<file path="src/hw/rtl/nshs_pkg.sv">
// nshs_pkg: shared types, constants and the cordic arctangent table
// used by the design modules of the nearest site haversine search core
package nshs_pkg;

    localparam int SITES_DEF = 16;
    localparam int CORDIC_STEPS_DEF = 24;
    localparam int QUEUE_DEPTH = 2;
    localparam logic [31:0] CUTOFF_RESET = 32'd26398900;
    localparam logic signed [35:0] CORDIC_GAIN = 36'sd652032874;

    localparam logic CMD_LOAD = 1'b0;
    localparam logic CMD_QUERY = 1'b1;

    localparam logic [0:0] REG_SITE_COUNT = 1'b0;
    localparam logic [0:0] REG_CUTOFF = 1'b1;

    typedef struct packed {
        logic        cmd;
        logic [7:0]  slot;
        logic [31:0] lat;
        logic [31:0] lon;
    } item_t;

    typedef struct packed {
        logic        found;
        logic [7:0]  slot;
        logic [31:0] lat;
        logic [31:0] lon;
    } result_t;

    typedef enum logic [3:0] {
        ST_IDLE, ST_READ, ST_LATCH, ST_CDLAT, ST_CDLON, ST_COS1, ST_COS2,
        ST_MUL1, ST_MUL2, ST_SUM, ST_NEXT, ST_DONE
    } back_state_t;

    function automatic logic signed [35:0] atan_entry(input logic [4:0] i);
        logic signed [35:0] v;
        begin
            case (i)
                5'd0: v = 36'sd536870912;
                5'd1: v = 36'sd316933406;
                5'd2: v = 36'sd167458907;
                5'd3: v = 36'sd85004756;
                5'd4: v = 36'sd42667331;
                5'd5: v = 36'sd21354465;
                5'd6: v = 36'sd10679838;
                5'd7: v = 36'sd5340245;
                5'd8: v = 36'sd2670163;
                5'd9: v = 36'sd1335087;
                5'd10: v = 36'sd667544;
                5'd11: v = 36'sd333772;
                5'd12: v = 36'sd166886;
                5'd13: v = 36'sd83443;
                5'd14: v = 36'sd41722;
                5'd15: v = 36'sd20861;
                5'd16: v = 36'sd10430;
                5'd17: v = 36'sd5215;
                5'd18: v = 36'sd2608;
                5'd19: v = 36'sd1304;
                5'd20: v = 36'sd652;
                5'd21: v = 36'sd326;
                5'd22: v = 36'sd163;
                5'd23: v = 36'sd81;
                5'd24: v = 36'sd41;
                5'd25: v = 36'sd20;
                5'd26: v = 36'sd10;
                5'd27: v = 36'sd5;
                5'd28: v = 36'sd3;
                5'd29: v = 36'sd1;
                5'd30: v = 36'sd1;
                default: v = 36'sd0;
            endcase
            atan_entry = v;
        end
    endfunction

endpackage

</file>
<file path="src/hw/rtl/nshs_front.sv">
// nshs_front: accepts commands and queues loads and queries in arrival order
// drives the site table write when a load leaves the queue; depends on nshs_pkg
module nshs_front
    import nshs_pkg::*;
#(
    parameter int SITES = SITES_DEF
)
(
    input  logic        clk,
    input  logic        rst_n,
    input  logic        start,
    input  logic        cmd,
    input  logic [3:0]  site_slot,
    input  logic [31:0] latitude,
    input  logic [31:0] longitude,
    input  logic        pop,
    output logic        busy,
    output logic        q_valid,
    output item_t       q_item,
    output logic        wr_en,
    output logic [$clog2(SITES+1)-1:0] wr_addr,
    output logic [31:0] wr_lat,
    output logic [31:0] wr_lon
);

    item_t q_reg [QUEUE_DEPTH];
    item_t new_item;
    logic [1:0] cnt_reg, cnt_next;
    logic push;

    assign busy = (cnt_reg == 2'(QUEUE_DEPTH));
    assign push = start && !busy;
    assign q_valid = (cnt_reg != 2'd0);
    assign q_item = q_reg[0];
    assign new_item = {cmd, 8'(site_slot), latitude, longitude};

    // loads take effect when they leave the queue, in order with queries
    assign wr_en = pop && q_valid && (q_reg[0].cmd == CMD_LOAD) && (32'(q_reg[0].slot) < SITES);
    assign wr_addr = ($clog2(SITES+1))'(q_reg[0].slot);
    assign wr_lat = q_reg[0].lat;
    assign wr_lon = q_reg[0].lon;

    always_comb
    begin
        cnt_next = cnt_reg + 2'(push) - 2'(pop && q_valid);
    end

    always_ff @(posedge clk or negedge rst_n)
    begin
        if (!rst_n)
            cnt_reg <= '0;
        else
            cnt_reg <= cnt_next;
    end

    always_ff @(posedge clk)
    begin
        if (pop && q_valid)
        begin
            if (push)
                q_reg[0] <= new_item;
            else
                q_reg[0] <= q_reg[1];
        end
        else if (push)
            q_reg[cnt_reg[0]] <= new_item;
    end

endmodule

</file>
<file path="config.mk">
export PLATFORM = sky130hd
export DESIGN_NAME = nshs_front
export DESIGN_NICKNAME = d
export VERILOG_FILES = /design/src/hw/rtl/nshs_pkg.sv /design/src/hw/rtl/nshs_front.sv
export SDC_FILE = /design/constraint.sdc
export NUM_CORES = 1
export LEC_CHECK = 0
export BUFFER_PORTS_ARGS = -buffer_cell sky130_fd_sc_hd__buf_2
export CAP_MARGIN = 20
export CORE_ASPECT_RATIO = 0.75
export CORE_MARGIN = 3
export CORE_UTILIZATION = 45
export CTS_CLUSTER_DIAMETER = 200
export DETAILED_ROUTE_END_ITERATION = 16
export PLACE_DENSITY = 0.77
export SLEW_MARGIN = 20
export SYNTH_ARGS = -nofsm -noshare
export SYNTH_HDL_FRONTEND = slang
export SYNTH_SLANG_ARGS = --single-unit
export TNS_END_PERCENT = 20
</file>
<file path="constraint.sdc">
create_clock -name clk -period 13.62 [get_ports clk]
set_input_delay 0.681 -clock clk [delete_from_list [all_inputs] [get_ports clk]]
set_output_delay 0.681 -clock clk [all_outputs]
set_load 0.1 [all_outputs]
</file>
Word-level counts from Yosys, hierarchy flattened
Memories as Yosys holds them, arrays and structs flattened. Cells that the tools add are included.

Add/sub/neg operators: 2. $mul: 0. Div/mod/pow operators: 0. Order comparisons: 1. Equal/unequal tests: 1. Shift-type cells: 0. Mux-type cells: 12. Bitwise logic cells: 2. Reduce and logical (&&, ||, !) cells: 7.

Operators by type and width (count): $mux W73 (2); $reduce_or A73 Y1 (1); $mux W1 (10); $lt A8 B5 Y1 const B (1); $logic_and A1 B1 Y1 (4); $add A2 B1 Y2 (1); $eq A2 B2 Y1 const B (1); $reduce_bool A2 Y1 (1); $sub A2 B1 Y2 (1); $logic_not A1 Y1 (1); $not A1 Y1 (1); $or A1 B1 Y1 (1).

Flip-flop bits (word level): 2. Latch bits: 0. RAM bits: 146. Bits in read-only memories: 0. Input bits: 73. Output and inout port bits: 145. Logic and storage cells: 27. Memories: 1.

Memory list: q_reg (words 2, width 73, rd ports 2, clocked after Yosys merged registers in 0, wr ports 1, RTL line nshs_front.sv:26) `item_t q_reg [QUEUE_DEPTH];`.

Logic depth before layout (Yosys ltp)
Gate-level depths: netlist of run 1.

Word-level depth: 8. Depth in mapped cells: 8. Gate-level depth less buffers: 7.

Worst setup path before layout of run 1
No wires, ideal clock.

Path kind: input port to flip-flop. Start: in pop. End: mem q_reg[0][0] (netlist bit), enable pin. Library setup time: 529 ps. Data arrival time: 4704 ps. Required time: 13091 ps. Path slack: 8387 ps. Stages on the path: 3. Path buffers: 0. Path through: o21ai_0 > ha_1 > a21oi_1.

Word-level cells in the longest chain between the ends: 5. Elaborated cells on any way between the ends: 11. Those cells by class: mux (8); bitwise (1); reduce/logical (2).

Ends and longest elaborated chain: start: declaration (RTL line nshs_front.sv:16) `input logic pop,`; $logic_and A1 B1 Y1 (*) (RTL line nshs_front.sv:58) `if (pop && q_valid)`; $mux W1 (RTL line nshs_front.sv:58); $mux W1 (on tied branches) (RTL line nshs_front.sv:66, nshs_front.sv:61, nshs_front.sv:63); $reduce_or A73 Y1 (no line) or $or A1 B1 Y1 (tied branches); $mux W1 (no line); end: declaration (RTL line nshs_front.sv:26).

Mark *: on every way between the ends. The rest lies on a longest branch, timed or not.

Final worst setup path of run 1
Start: reg cnt_reg[0]. End: mem q_reg[0][0] (netlist bit) (data pin).

Word-level cells in the longest chain between the ends: 8. Elaborated cells on any way between the ends: 14. Those cells by class: eq/ne (1); mux (8); reduce/logical (5).

Ends and longest elaborated chain: start: declaration (RTL line nshs_front.sv:28) `logic [1:0] cnt_reg, cnt_next;`; start signal: assignment (RTL line nshs_front.sv:53) `cnt_reg <= cnt_next;`; $eq A2 B2 Y1 (RTL line nshs_front.sv:31) `assign busy = (cnt_reg == 2'(QUEUE_DEPTH));`; $logic_not A1 Y1 (RTL line nshs_front.sv:32) `assign push = start && !busy;`; $logic_and A1 B1 Y1 (RTL line nshs_front.sv:32); $mux W1 (on tied branches) (RTL line nshs_front.sv:65, nshs_front.sv:60); $mux W1 (RTL line nshs_front.sv:58); $mux W1 (on tied branches) (RTL line nshs_front.sv:66, nshs_front.sv:63); $reduce_or A73 Y1 (no line) or $mux W73 (tied branches); $mux W73 (no line) (*).

Marked as above.

==> results of run 1 <==
kinds of logic after synthesis:
kind of cell | synth area share, %
flops | 73.5
buf+inv | 9.81
xor+xnor | 0.291
compound gates | 0.166
mux | 13.5
simple gates | 1.45
fa+ha+maj | 1.24
cell type report:
class | instances | area (sq um)
clock buffer | 17 | 425
sequential | 148 | 4430
fill | 993 | 5320
tap | 166 | 208
multi-input combinational | 93 | 1020
timing repair buffer | 221 | 1130
clock inverter | 15 | 146
inverter | 3 | 11.3
cell usage in the layout, fill, tap and decap left out:
master                       instances
sky130_fd_sc_hd__nand2_1             2
sky130_fd_sc_hd__and2_1              5
sky130_fd_sc_hd__inv_6               4
sky130_fd_sc_hd__mux2_2             59
sky130_fd_sc_hd__nor2b_1             1
sky130_fd_sc_hd__clkinv_2            2
sky130_fd_sc_hd__inv_8               2
sky130_fd_sc_hd__bufinv_16           1
sky130_fd_sc_hd__clkinvlp_4          3
sky130_fd_sc_hd__nor3_1              1
sky130_fd_sc_hd__dfrtp_1             2
sky130_fd_sc_hd__inv_1               3
sky130_fd_sc_hd__edfxtp_1          146
sky130_fd_sc_hd__or2_2               1
sky130_fd_sc_hd__buf_12              1
sky130_fd_sc_hd__o21ai_0             1
sky130_fd_sc_hd__xnor2_1             2
sky130_fd_sc_hd__nor2_4              1
sky130_fd_sc_hd__or4_1               1
sky130_fd_sc_hd__ha_1                6
sky130_fd_sc_hd__buf_2             217
sky130_fd_sc_hd__a21oi_4             1
sky130_fd_sc_hd__nor2b_4             1
sky130_fd_sc_hd__nand2b_1            1
sky130_fd_sc_hd__buf_4               3
sky130_fd_sc_hd__mux2_4             10
sky130_fd_sc_hd__clkinv_4            3
sky130_fd_sc_hd__clkbuf_16          17
Yosys cell counts, drive strengths merged:
library cell	instances	area [sq um]
a21oi	1	5.00
and2	5	31.3
buf	77	581
dfrtp	2	50.1
edfxtp	146	4380
ha	6	75.1
inv	3	11.3
mux2	69	815
nand2	2	7.51
nand2b	1	6.26
nor2	1	3.75
nor2b	2	20.0
nor3	1	5.00
o21ai	1	5.00
or2	1	6.26
or4	1	7.51
xnor2	2	17.5
metal layers:
metal | part of all wire [%] | vias to the layer above
met5 | 0.11 | -
met4 | 0.85 | 2
met1 | 41 | 1561
met3 | 8.8 | 8
li1 | - | 1454
met2 | 49 | 171
per-stage QoR:
step | hold WS, ps | util, % | area, sq um
finish | 46.1 | 58.1 | 7380
global placement | 466 | 53.4 | 6790
CTS | 26.8 | 57.9 | 7360
detailed placement | 470 | 53.4 | 6790
global route | 22.4 | 58.1 | 7380
floorplan | 385 | - | 6030
final timing paths:
path | startpoint | endpoint | slack (ps) | cells after the start
worst min-delay path | rst_n | cnt_reg[1] | 50 | 1
min in group clk | cnt_reg[1] | cnt_reg[1] | 530 | 1
worst min register to register | cnt_reg[1] | cnt_reg[1] | 530 | 1
worst max-delay path | cnt_reg[0] | q_reg[0][0] | 10810 | 7
worst max register to register | cnt_reg[0] | q_reg[0][0] | 10810 | 7
max in group asynchronous | rst_n | cnt_reg[0] | 13470 | 1
==> results_tabular.tex, run 1 <==
\begin{tabular}{lr}
\hline
Metric & Value \\
\hline
\multicolumn{2}{l}{\textbf{Global routing}} \\
\quad Met2 layer usage reported by global route & 24.8\% \\
\quad Pin count of the biggest net entering global routing & 74 \\
\quad Total GRT Usage & 15.4\% \\
\quad GRT met1 Usage & 18.7\% \\
\quad Wire length of the first global-routing pass & 17400 um \\
\quad Via count of the first global-routing pass & 3255 \\
\quad Global route overflow & 0 \\
\quad Grt met3 use & 6.79\% \\
\quad Antenna violations before repair & 1 \\
\quad GRT busiest layer & met2 \\
\multicolumn{2}{l}{\textbf{Clocking}} \\
\quad CTS tree & done \\
\quad Total number of H-tree levels & 4 \\
\quad Number of buffers added by the clock tree synthesis step & 17 \\
\quad Sinks on the clock net & 148 \\
\quad Clock edge transition at the registers on the reported setup and hold paths & 60 ps \\
\quad Setup repair bufs after CTS & 0 \\
\quad Number of hold buffers added after cts & 0 \\
\quad CTS max path bufs & 2 \\
\quad Clock latency reported for the late side of the worst-skew pair & 410 ps \\
\quad PostCTS Resize Cnt & 0 \\
\quad Master cell of the clock root buffer & sky130\_fd\_sc\_hd\_\_clkbuf\_16 \\
\multicolumn{2}{l}{\textbf{STA}} \\
\quad Final Skew & 7.87 ps \\
\quad Aggregate negative setup slack & 0 ps \\
\quad Setup WS post-layout & 10810 ps \\
\quad Number of max-slew violations in the final report & 0 \\
\quad Final Hold Vio Count & 0 \\
\quad Final setup violation count & 0 \\
\quad Worst-Margin Slew & 1010 ps \\
\quad Final critical-path share of the clock period & 20.7\% \\
\quad Max Freq & 355 MHz \\
\quad Rel. slew slack & 32.4\% \\
\quad Crit path time final & 2810 ps \\
\quad RSZ-0062 raised after global routing & false \\
\multicolumn{2}{l}{\textbf{Setup path}} \\
\quad List of cells traversed by the critical path & o21ai\_0 > inv\_1 > ha\_1 > nor2b\_4 > buf\_12 > buf\_4 > mux2\_2 \\
\quad Buf+Inv Stages, Crit Path & 3 \\
\quad Capturing element type of the critical path & register \\
\quad Endpoint required time on the critical path & 13770 ps \\
\quad Kind of start point of the critical path & register \\
\quad Category of the critical setup timing path & reg2reg \\
\quad Slowest cell delay on critical path & 470 ps \\
\quad Slowest stage cell, crit path & sky130\_fd\_sc\_hd\_\_buf\_4 \\
\quad CP top delay family & buffers and inverters \\
\quad Crit path max fanout & 34 \\
\quad Arrival time of data at the critical path endpoint & 2970 ps \\
\multicolumn{2}{l}{\textbf{Yosys}} \\
\quad Post-synth cell types & 22 \\
\quad Yosys warns & 0 \\
\quad Syn\_area\_per\_cell & 18.8 sq um \\
\quad Sequential area share after synthesis & 73.5\% \\
\quad Post-Syn Area & 6030 sq um \\
\quad Flip-flop and latch count after synthesis & 148 \\
\quad Syn Nets & 400 \\
\quad Count of mapped cells out of synthesis & 321 \\
\multicolumn{2}{l}{\textbf{Floorplan}} \\
\quad Starting density of the core & 47.5\% \\
\quad Overall die area & 14800 sq um \\
\quad Number of rows in the core area & 35 \\
\quad X dimension of the die & 140 um \\
\quad Number of top-level design ports & 218 \\
\quad Area of the core & 12700 sq um \\
\quad Die extent in y & 106 um \\
\multicolumn{2}{l}{\textbf{Place}} \\
\quad Number of cells after detailed placement & 630 \\
\quad Pre-CTS WS & 10100 ps \\
\quad Port buffer count & 217 \\
\quad Detailed placement HPWL & 7630 um \\
\quad Final RePlAce weighted congestion & 0.761 \\
\multicolumn{2}{l}{\textbf{Routing}} \\
\quad DRC errors left & 0 \\
\quad Vias per inst & 4.82 \\
\quad DRC marker count from the first detailed-route iteration & 159 \\
\quad Post-DR wirelength/cell & 17.2 um \\
\quad Count of antenna-violating nets left after detailed routing & 0 \\
\quad Routed via count & 3196 \\
\quad Length of the first detailed-routing pass in iterations & 4 \\
\quad WL final & 11400 um \\
\multicolumn{2}{l}{\textbf{Cells and area}} \\
\quad Fraction of layout cells with a size suffix above 1 & 65.6\% \\
\quad Layout Nets & 563 \\
\quad Antenna cells & 0 \\
\quad Area Overhead vs Synth & 22.3\% \\
\quad Count of placed standard cells in the final layout, fillers left out & 663 \\
\quad Number of flip-flops in the largest register & 146 \\
\multicolumn{2}{l}{\textbf{Hold path}} \\
\quad Worst hold path type & in2async \\
\multicolumn{2}{l}{\textbf{Run status}} \\
\quad Result of the run & finished, final reports clean \\
\multicolumn{2}{l}{\textbf{Flow run}} \\
\quad MaxCap Viol Count & 0 \\
\hline
\end{tabular}
Power of run 1 is left out: the tool's default activity adds up to more than one toggle a clock period on the data nets, which glitch-free logic cannot reach.
==> run 2, diff against run 1 <==
==> constraint.sdc (replaced) <==
create_clock -name clk -period 2.6 [get_ports clk]
set_input_delay 0.13 -clock clk [delete_from_list [all_inputs] [get_ports clk]]
set_output_delay 0.13 -clock clk [all_outputs]
set_load 0.1 [all_outputs]
==> run 2 against run 1 <==
Net effect:
- clock skew about the same
- global-route usage rose by 0.14 points
- wire length is 0.44% higher
- design area increased by 1.4%
- via count barely moved
- cell count rose by 0.75%
- critical endpoint is now q_reg[1][35]
- largest cell class unchanged
- highest routed layer unchanged
==> results_tabular.tex, run 2 (same netlist as run 1, synthesis figures left out) <==
\begin{tabular}{lr}
\hline
Metric & Value \\
\hline
\multicolumn{2}{l}{\textbf{Setup path}} \\
\quad List of cells traversed by the critical path & nand2b\_4 > and2\_4 > ha\_1 > nor2b\_4 > buf\_12 > mux2\_2 \\
\quad CP top delay family & simple AND/OR/NAND/NOR gates \\
\quad Buf+Inv Stages, Crit Path & 1 \\
\quad Arrival time of data at the critical path endpoint & 2590 ps \\
\quad Category of the critical setup timing path & reg2reg \\
\quad Crit path max fanout & 25 \\
\quad Kind of start point of the critical path & register \\
\quad Slowest cell delay on critical path & 540 ps \\
\quad Endpoint required time on the critical path & 2740 ps \\
\quad Capturing element type of the critical path & register \\
\quad Slowest stage cell, crit path & sky130\_fd\_sc\_hd\_\_nor2b\_4 \\
\multicolumn{2}{l}{\textbf{Clocking}} \\
\quad Clock latency reported for the late side of the worst-skew pair & 400 ps \\
\quad Setup repair bufs after CTS & 0 \\
\quad CTS max path bufs & 2 \\
\quad Number of buffers added by the clock tree synthesis step & 17 \\
\quad Sinks on the clock net & 148 \\
\quad Master cell of the clock root buffer & sky130\_fd\_sc\_hd\_\_clkbuf\_16 \\
\quad CTS tree & done \\
\quad Total number of H-tree levels & 4 \\
\quad Clock edge transition at the registers on the reported setup and hold paths & 60 ps \\
\multicolumn{2}{l}{\textbf{Floorplan}} \\
\quad Number of top-level design ports & 218 \\
\quad X dimension of the die & 140 um \\
\quad Number of rows in the core area & 35 \\
\quad Die extent in y & 106 um \\
\quad Overall die area & 14800 sq um \\
\quad Area of the core & 12700 sq um \\
\quad Starting density of the core & 47.5\% \\
\multicolumn{2}{l}{\textbf{Routing}} \\
\quad DRC marker count from the first detailed-route iteration & 138 \\
\quad Routed via count & 3194 \\
\quad Post-DR wirelength/cell & 17.1 um \\
\quad Count of antenna-violating nets left after detailed routing & 0 \\
\quad DRC errors left & 0 \\
\quad WL final & 11400 um \\
\quad Length of the first detailed-routing pass in iterations & 4 \\
\quad Vias per inst & 4.78 \\
\multicolumn{2}{l}{\textbf{Place}} \\
\quad Final RePlAce weighted congestion & 0.788 \\
\quad Detailed placement HPWL & 7780 um \\
\quad Port buffer count & 217 \\
\multicolumn{2}{l}{\textbf{Global routing}} \\
\quad Total GRT Usage & 15.5\% \\
\quad Global route overflow & 0 \\
\quad Antenna violations before repair & 2 \\
\quad Wire length of the first global-routing pass & 17600 um \\
\quad Pin count of the biggest net entering global routing & 47 \\
\quad Via count of the first global-routing pass & 3222 \\
\multicolumn{2}{l}{\textbf{Cells and area}} \\
\quad Number of flip-flops in the largest register & 146 \\
\quad Area Overhead vs Synth & 24.0\% \\
\quad Antenna cells & 0 \\
\quad Layout Nets & 568 \\
\quad Final core utilization & 58.9\% \\
\quad Commonest non-fill, non-tap cell in the layout & sky130\_fd\_sc\_hd\_\_buf\_2 \\
\quad Commonest non-fill, non-tap cells in the layout & 217 x sky130\_fd\_sc\_hd\_\_buf\_2, 146 x sky130\_fd\_sc\_hd\_\_edfxtp\_1, 59 x sky130\_fd\_sc\_hd\_\_mux2\_2, 17 x sky130\_fd\_sc\_hd\_\_clkbuf\_16, 10 x sky130\_fd\_sc\_hd\_\_mux2\_4 \\
\quad Fraction of layout cells with a size suffix above 1 & 66.3\% \\
\multicolumn{2}{l}{\textbf{Run status}} \\
\quad Result of the run & finished, final reports clean \\
\multicolumn{2}{l}{\textbf{STA}} \\
\quad Final Hold Vio Count & 0 \\
\quad Number of max-slew violations in the final report & 0 \\
\quad Worst-Margin Slew & 661 ps \\
\quad Max Freq & 410 MHz \\
\quad Final Skew & 8.13 ps \\
\quad Final critical-path share of the clock period & 93.9\% \\
\quad RSZ-0062 raised after global routing & false \\
\quad Final setup violation count & 0 \\
\quad Rel. slew slack & 55.8\% \\
\quad Crit path time final & 2440 ps \\
\multicolumn{2}{l}{\textbf{Flow run}} \\
\quad MaxCap Viol Count & 0 \\
\multicolumn{2}{l}{\textbf{Hold path}} \\
\quad Worst hold path type & in2async \\
\hline
\end{tabular}
[run 2: repair_timing]
action                                 in CTS  in global routing
hold buffers                                1                  0
endpoints found under the hold margin       2                  0
gates resized for setup                     0                  0
[run 2: layer usage]
layer	vias up	track usage [%]	part of all wire (%)
met5	-	0	0.30
li1	1464	-	-
met4	4	5.67	1.5
met3	20	6.12	8.7
met2	180	25.2	50
met1	1526	19.0	40
[run 2: metrics by stage]
stage	setup TNS, ps	setup slack, ps	std cells	hold slack, ps	cell area (sq um)
after floorplan	-4390	-125	321	-166	6080
after global placement	0	199	635	-77.9	6900
final	0	159	668	40.4	7480
after detailed placement	0	134	635	-81.5	6900
after CTS	0	115	668	16.9	7480
after global routing	0	35.3	668	19.9	7480
[run 2: worst paths after layout]
kind | slack, ps | cells past startpoint | startpoint | endpoint
worst max-delay path | 160 | 6 | cnt_reg[0] | q_reg[1][35]
worst min-delay path | 40 | 2 | rst_n | cnt_reg[0]
worst max register to register | 160 | 6 | cnt_reg[0] | q_reg[1][35]
worst min register to register | 560 | 1 | q_reg[1][64] | q_reg[0][64]
max in group asynchronous | 2460 | 2 | rst_n | cnt_reg[1]
min in group clk | 40 | 2 | latitude[29] | q_reg[0][61]
[run 2: layout make-up]
cell class	instances	area (sq um)
Fill cell	1000	5220
Tap cell	166	208
Timing Repair Buffer	226	1210
Clock buffer	17	425
Sequential cell	148	4430
Clock inverter	15	145
Multi-Input combinational cell	93	1050
Inverter	3	11.3
[run 2: worst reg2reg max path, stage by stage (launching register included)]
cell and delay, ps:
sky130_fd_sc_hd__dfrtp_1 420, sky130_fd_sc_hd__nand2b_4 170, sky130_fd_sc_hd__and2_4 170, sky130_fd_sc_hd__ha_1 200, sky130_fd_sc_hd__nor2b_4 540, sky130_fd_sc_hd__buf_12 290, sky130_fd_sc_hd__mux2_2 380
Power of run 2 is left out for the same reason.
==> run 3, diff against run 2 <==
--- a/config.mk
+++ b/config.mk
@@ -10,9 +10,10 @@
 export CORE_ASPECT_RATIO = 0.75
 export CORE_MARGIN = 3
 export CORE_UTILIZATION = 45
+export CTS_BUF_LIST = sky130_fd_sc_hd__clkbuf_16
 export CTS_CLUSTER_DIAMETER = 200
 export DETAILED_ROUTE_END_ITERATION = 16
-export PLACE_DENSITY = 0.77
+export PLACE_DENSITY = 0.75
 export SLEW_MARGIN = 20
 export SYNTH_ARGS = -nofsm -noshare
 export SYNTH_HDL_FRONTEND = slang
==> constraint.sdc (replaced) <==
create_clock -name clk -period 2.6 [get_ports clk]
set_input_delay 0.26 -clock clk [delete_from_list [all_inputs] [get_ports clk]]
set_output_delay 0.26 -clock clk [all_outputs]
set_load 0.1 [all_outputs]
==> run 3 against run 2 <==
Net effect:
- setup slack better by 210 ps
- non-clock buffer count fell by 2
- design area is essentially flat
- critical path type unchanged
==> results_tabular.tex, run 3 (same netlist as run 1, synthesis figures left out) <==
\begin{tabular}{lr}
\hline
Metric & Value \\
\hline
\multicolumn{2}{l}{\textbf{STA}} \\
\quad Worst-Margin Slew & 516 ps \\
\quad Final Skew & 5.21 ps \\
\quad Final Hold Vio Count & 0 \\
\quad Final critical-path share of the clock period & 85.9\% \\
\quad Number of max-slew violations in the final report & 0 \\
\quad Max Freq & 448 MHz \\
\quad RSZ-0062 raised after global routing & false \\
\quad Crit path time final & 2230 ps \\
\quad Aggregate negative setup slack & 0 ps \\
\quad Setup WS post-layout & 368 ps \\
\quad Rel. slew slack & 65.4\% \\
\quad Final setup violation count & 0 \\
\multicolumn{2}{l}{\textbf{Cells and area}} \\
\quad Fraction of layout cells with a size suffix above 1 & 65.6\% \\
\quad Commonest non-fill, non-tap cell in the layout & sky130\_fd\_sc\_hd\_\_buf\_2 \\
\quad Final-layout fill cell count & 998 \\
\quad Commonest non-fill, non-tap cells in the layout & 217 x sky130\_fd\_sc\_hd\_\_buf\_2, 146 x sky130\_fd\_sc\_hd\_\_edfxtp\_1, 59 x sky130\_fd\_sc\_hd\_\_mux2\_2, 17 x sky130\_fd\_sc\_hd\_\_clkbuf\_16, 10 x sky130\_fd\_sc\_hd\_\_mux2\_4 \\
\quad Layout Nets & 566 \\
\quad Antenna cells & 0 \\
\quad Area Overhead vs Synth & 24.1\% \\
\quad Number of flip-flops in the largest register & 146 \\
\quad Fin area & 7490 sq um \\
\multicolumn{2}{l}{\textbf{Clocking}} \\
\quad Clock latency reported for the late side of the worst-skew pair & 400 ps \\
\quad CTS max path bufs & 2 \\
\quad Number of buffers added by the clock tree synthesis step & 17 \\
\quad CTS tree & done \\
\quad Total number of H-tree levels & 4 \\
\quad Sinks on the clock net & 148 \\
\quad Master cell of the clock root buffer & sky130\_fd\_sc\_hd\_\_clkbuf\_16 \\
\quad Clock edge transition at the registers on the reported setup and hold paths & 60 ps \\
\multicolumn{2}{l}{\textbf{Global routing}} \\
\quad Pin count of the biggest net entering global routing & 45 \\
\quad Total GRT Usage & 15.4\% \\
\quad Global route overflow & 0 \\
\quad Antenna violations before repair & 0 \\
\quad Wire length of the first global-routing pass & 17600 um \\
\quad Via count of the first global-routing pass & 3377 \\
\multicolumn{2}{l}{\textbf{Setup path}} \\
\quad Capturing element type of the critical path & register \\
\quad Endpoint required time on the critical path & 2740 ps \\
\quad Category of the critical setup timing path & reg2reg \\
\quad Kind of start point of the critical path & register \\
\quad Crit path max fanout & 33 \\
\quad Slowest cell delay on critical path & 460 ps \\
\quad Crit Reg-Reg Startpoint & cnt\_reg[0] \\
\quad Number of cells on the worst reg-to-reg path & 6 \\
\quad Endpoint of the worst-slack reg-to-reg timing path & q\_reg[0][65] \\
\quad List of cells traversed by the critical path & o21ai\_1 > inv\_1 > ha\_1 > nor2b\_4 > buf\_12 > mux2\_4 \\
\quad Slowest stage cell, crit path & sky130\_fd\_sc\_hd\_\_dfrtp\_1 \\
\quad Critical path capture point & q\_reg[0][65] \\
\quad Arrival time of data at the critical path endpoint & 2380 ps \\
\quad Crit path launch & cnt\_reg[0] \\
\quad Register-to-register setup slack & 370 ps \\
\multicolumn{2}{l}{\textbf{Routing}} \\
\quad Vias per inst & 4.73 \\
\quad Length of the first detailed-routing pass in iterations & 4 \\
\quad DRC marker count from the first detailed-route iteration & 100 \\
\quad Post-DR wirelength/cell & 16.9 um \\
\quad Routed via count & 3148 \\
\quad WL final & 11200 um \\
\quad DRC errors left & 0 \\
\quad Count of antenna-violating nets left after detailed routing & 0 \\
\multicolumn{2}{l}{\textbf{Floorplan}} \\
\quad Starting density of the core & 47.5\% \\
\quad Number of rows in the core area & 35 \\
\quad Die extent in y & 106 um \\
\quad Area of the core & 12700 sq um \\
\quad Overall die area & 14800 sq um \\
\quad Number of top-level design ports & 218 \\
\quad X dimension of the die & 140 um \\
\multicolumn{2}{l}{\textbf{Place}} \\
\quad Port buffer count & 217 \\
\quad Pre-CTS WS & 383 ps \\
\quad Detailed placement HPWL & 7660 um \\
\quad Dpl cell area & 6890 sq um \\
\quad Final RePlAce weighted congestion & 0.757 \\
\multicolumn{2}{l}{\textbf{Run status}} \\
\quad Result of the run & finished, final reports clean \\
\multicolumn{2}{l}{\textbf{Flow run}} \\
\quad MaxCap Viol Count & 0 \\
\multicolumn{2}{l}{\textbf{Hold path}} \\
\quad Worst hold path type & in2async \\
\hline
\end{tabular}
## run 3: through the flow
stage,util [%],hold slack (ps),instances
2_1_floorplan,-,-35.6,321
3_3_place_gp,54.2,44.7,633
3_5_place_dp,54.2,45.7,633
4_1_cts,58.9,152,666
5_1_grt,58.9,143,666
6_report,58.9,158,666
## run 3: repair_timing
action                     CTS  global route
hold endpoints to repair     2             0
setup buffers                0             0
setup endpoints to repair    0             0
hold buffers                 1             0
resized for setup            0             0
## run 3: per-layer routing
| layer | vias to the layer above | routed length [um] | global-route usage, % |
|---|---|---|---|
| met1 | 1515 | 4530 | 18.0 |
| li1 | 1458 | - | - |
| met2 | 161 | 5520 | 26.6 |
| met4 | 0 | 154 | 5.46 |
| met5 | - | 0 | 0 |
| met3 | 14 | 1020 | 5.53 |
## run 3: layout make-up
class / instances / area, sq um / area share (%)
Multi-Input combinational cell: 93 / 1050 / 14.0
Timing Repair Buffer: 224 / 1190 / 15.9
Inverter: 3 / 11.3 / 0.150
Clock buffer: 17 / 425 / 5.68
Sequential cell: 148 / 4430 / 59.2
Tap cell: 166 / 208 / 2.77
Clock inverter: 15 / 165 / 2.21
## run 3: worst min-delay path by stage
stage / start / to / slack (ps)
finish: rst_n / cnt_reg[0] / 160
global route: rst_n / cnt_reg[0] / 140
CTS: rst_n / cnt_reg[0] / 150
detailed placement: rst_n / cnt_reg[1] / 50
global placement: rst_n / cnt_reg[1] / 40
floorplan: rst_n / cnt_reg[0] / -40
## run 3: worst max-delay path: cells and delay by family, from the launching register on
family          cells  cell delay [ps]
buf+inv             2              310
mux                 1              330
simple gates        1              150
compound gates      1              460
fa+ha+maj           1              240
flops               1              460
Power of run 3 is left out for the same reason.
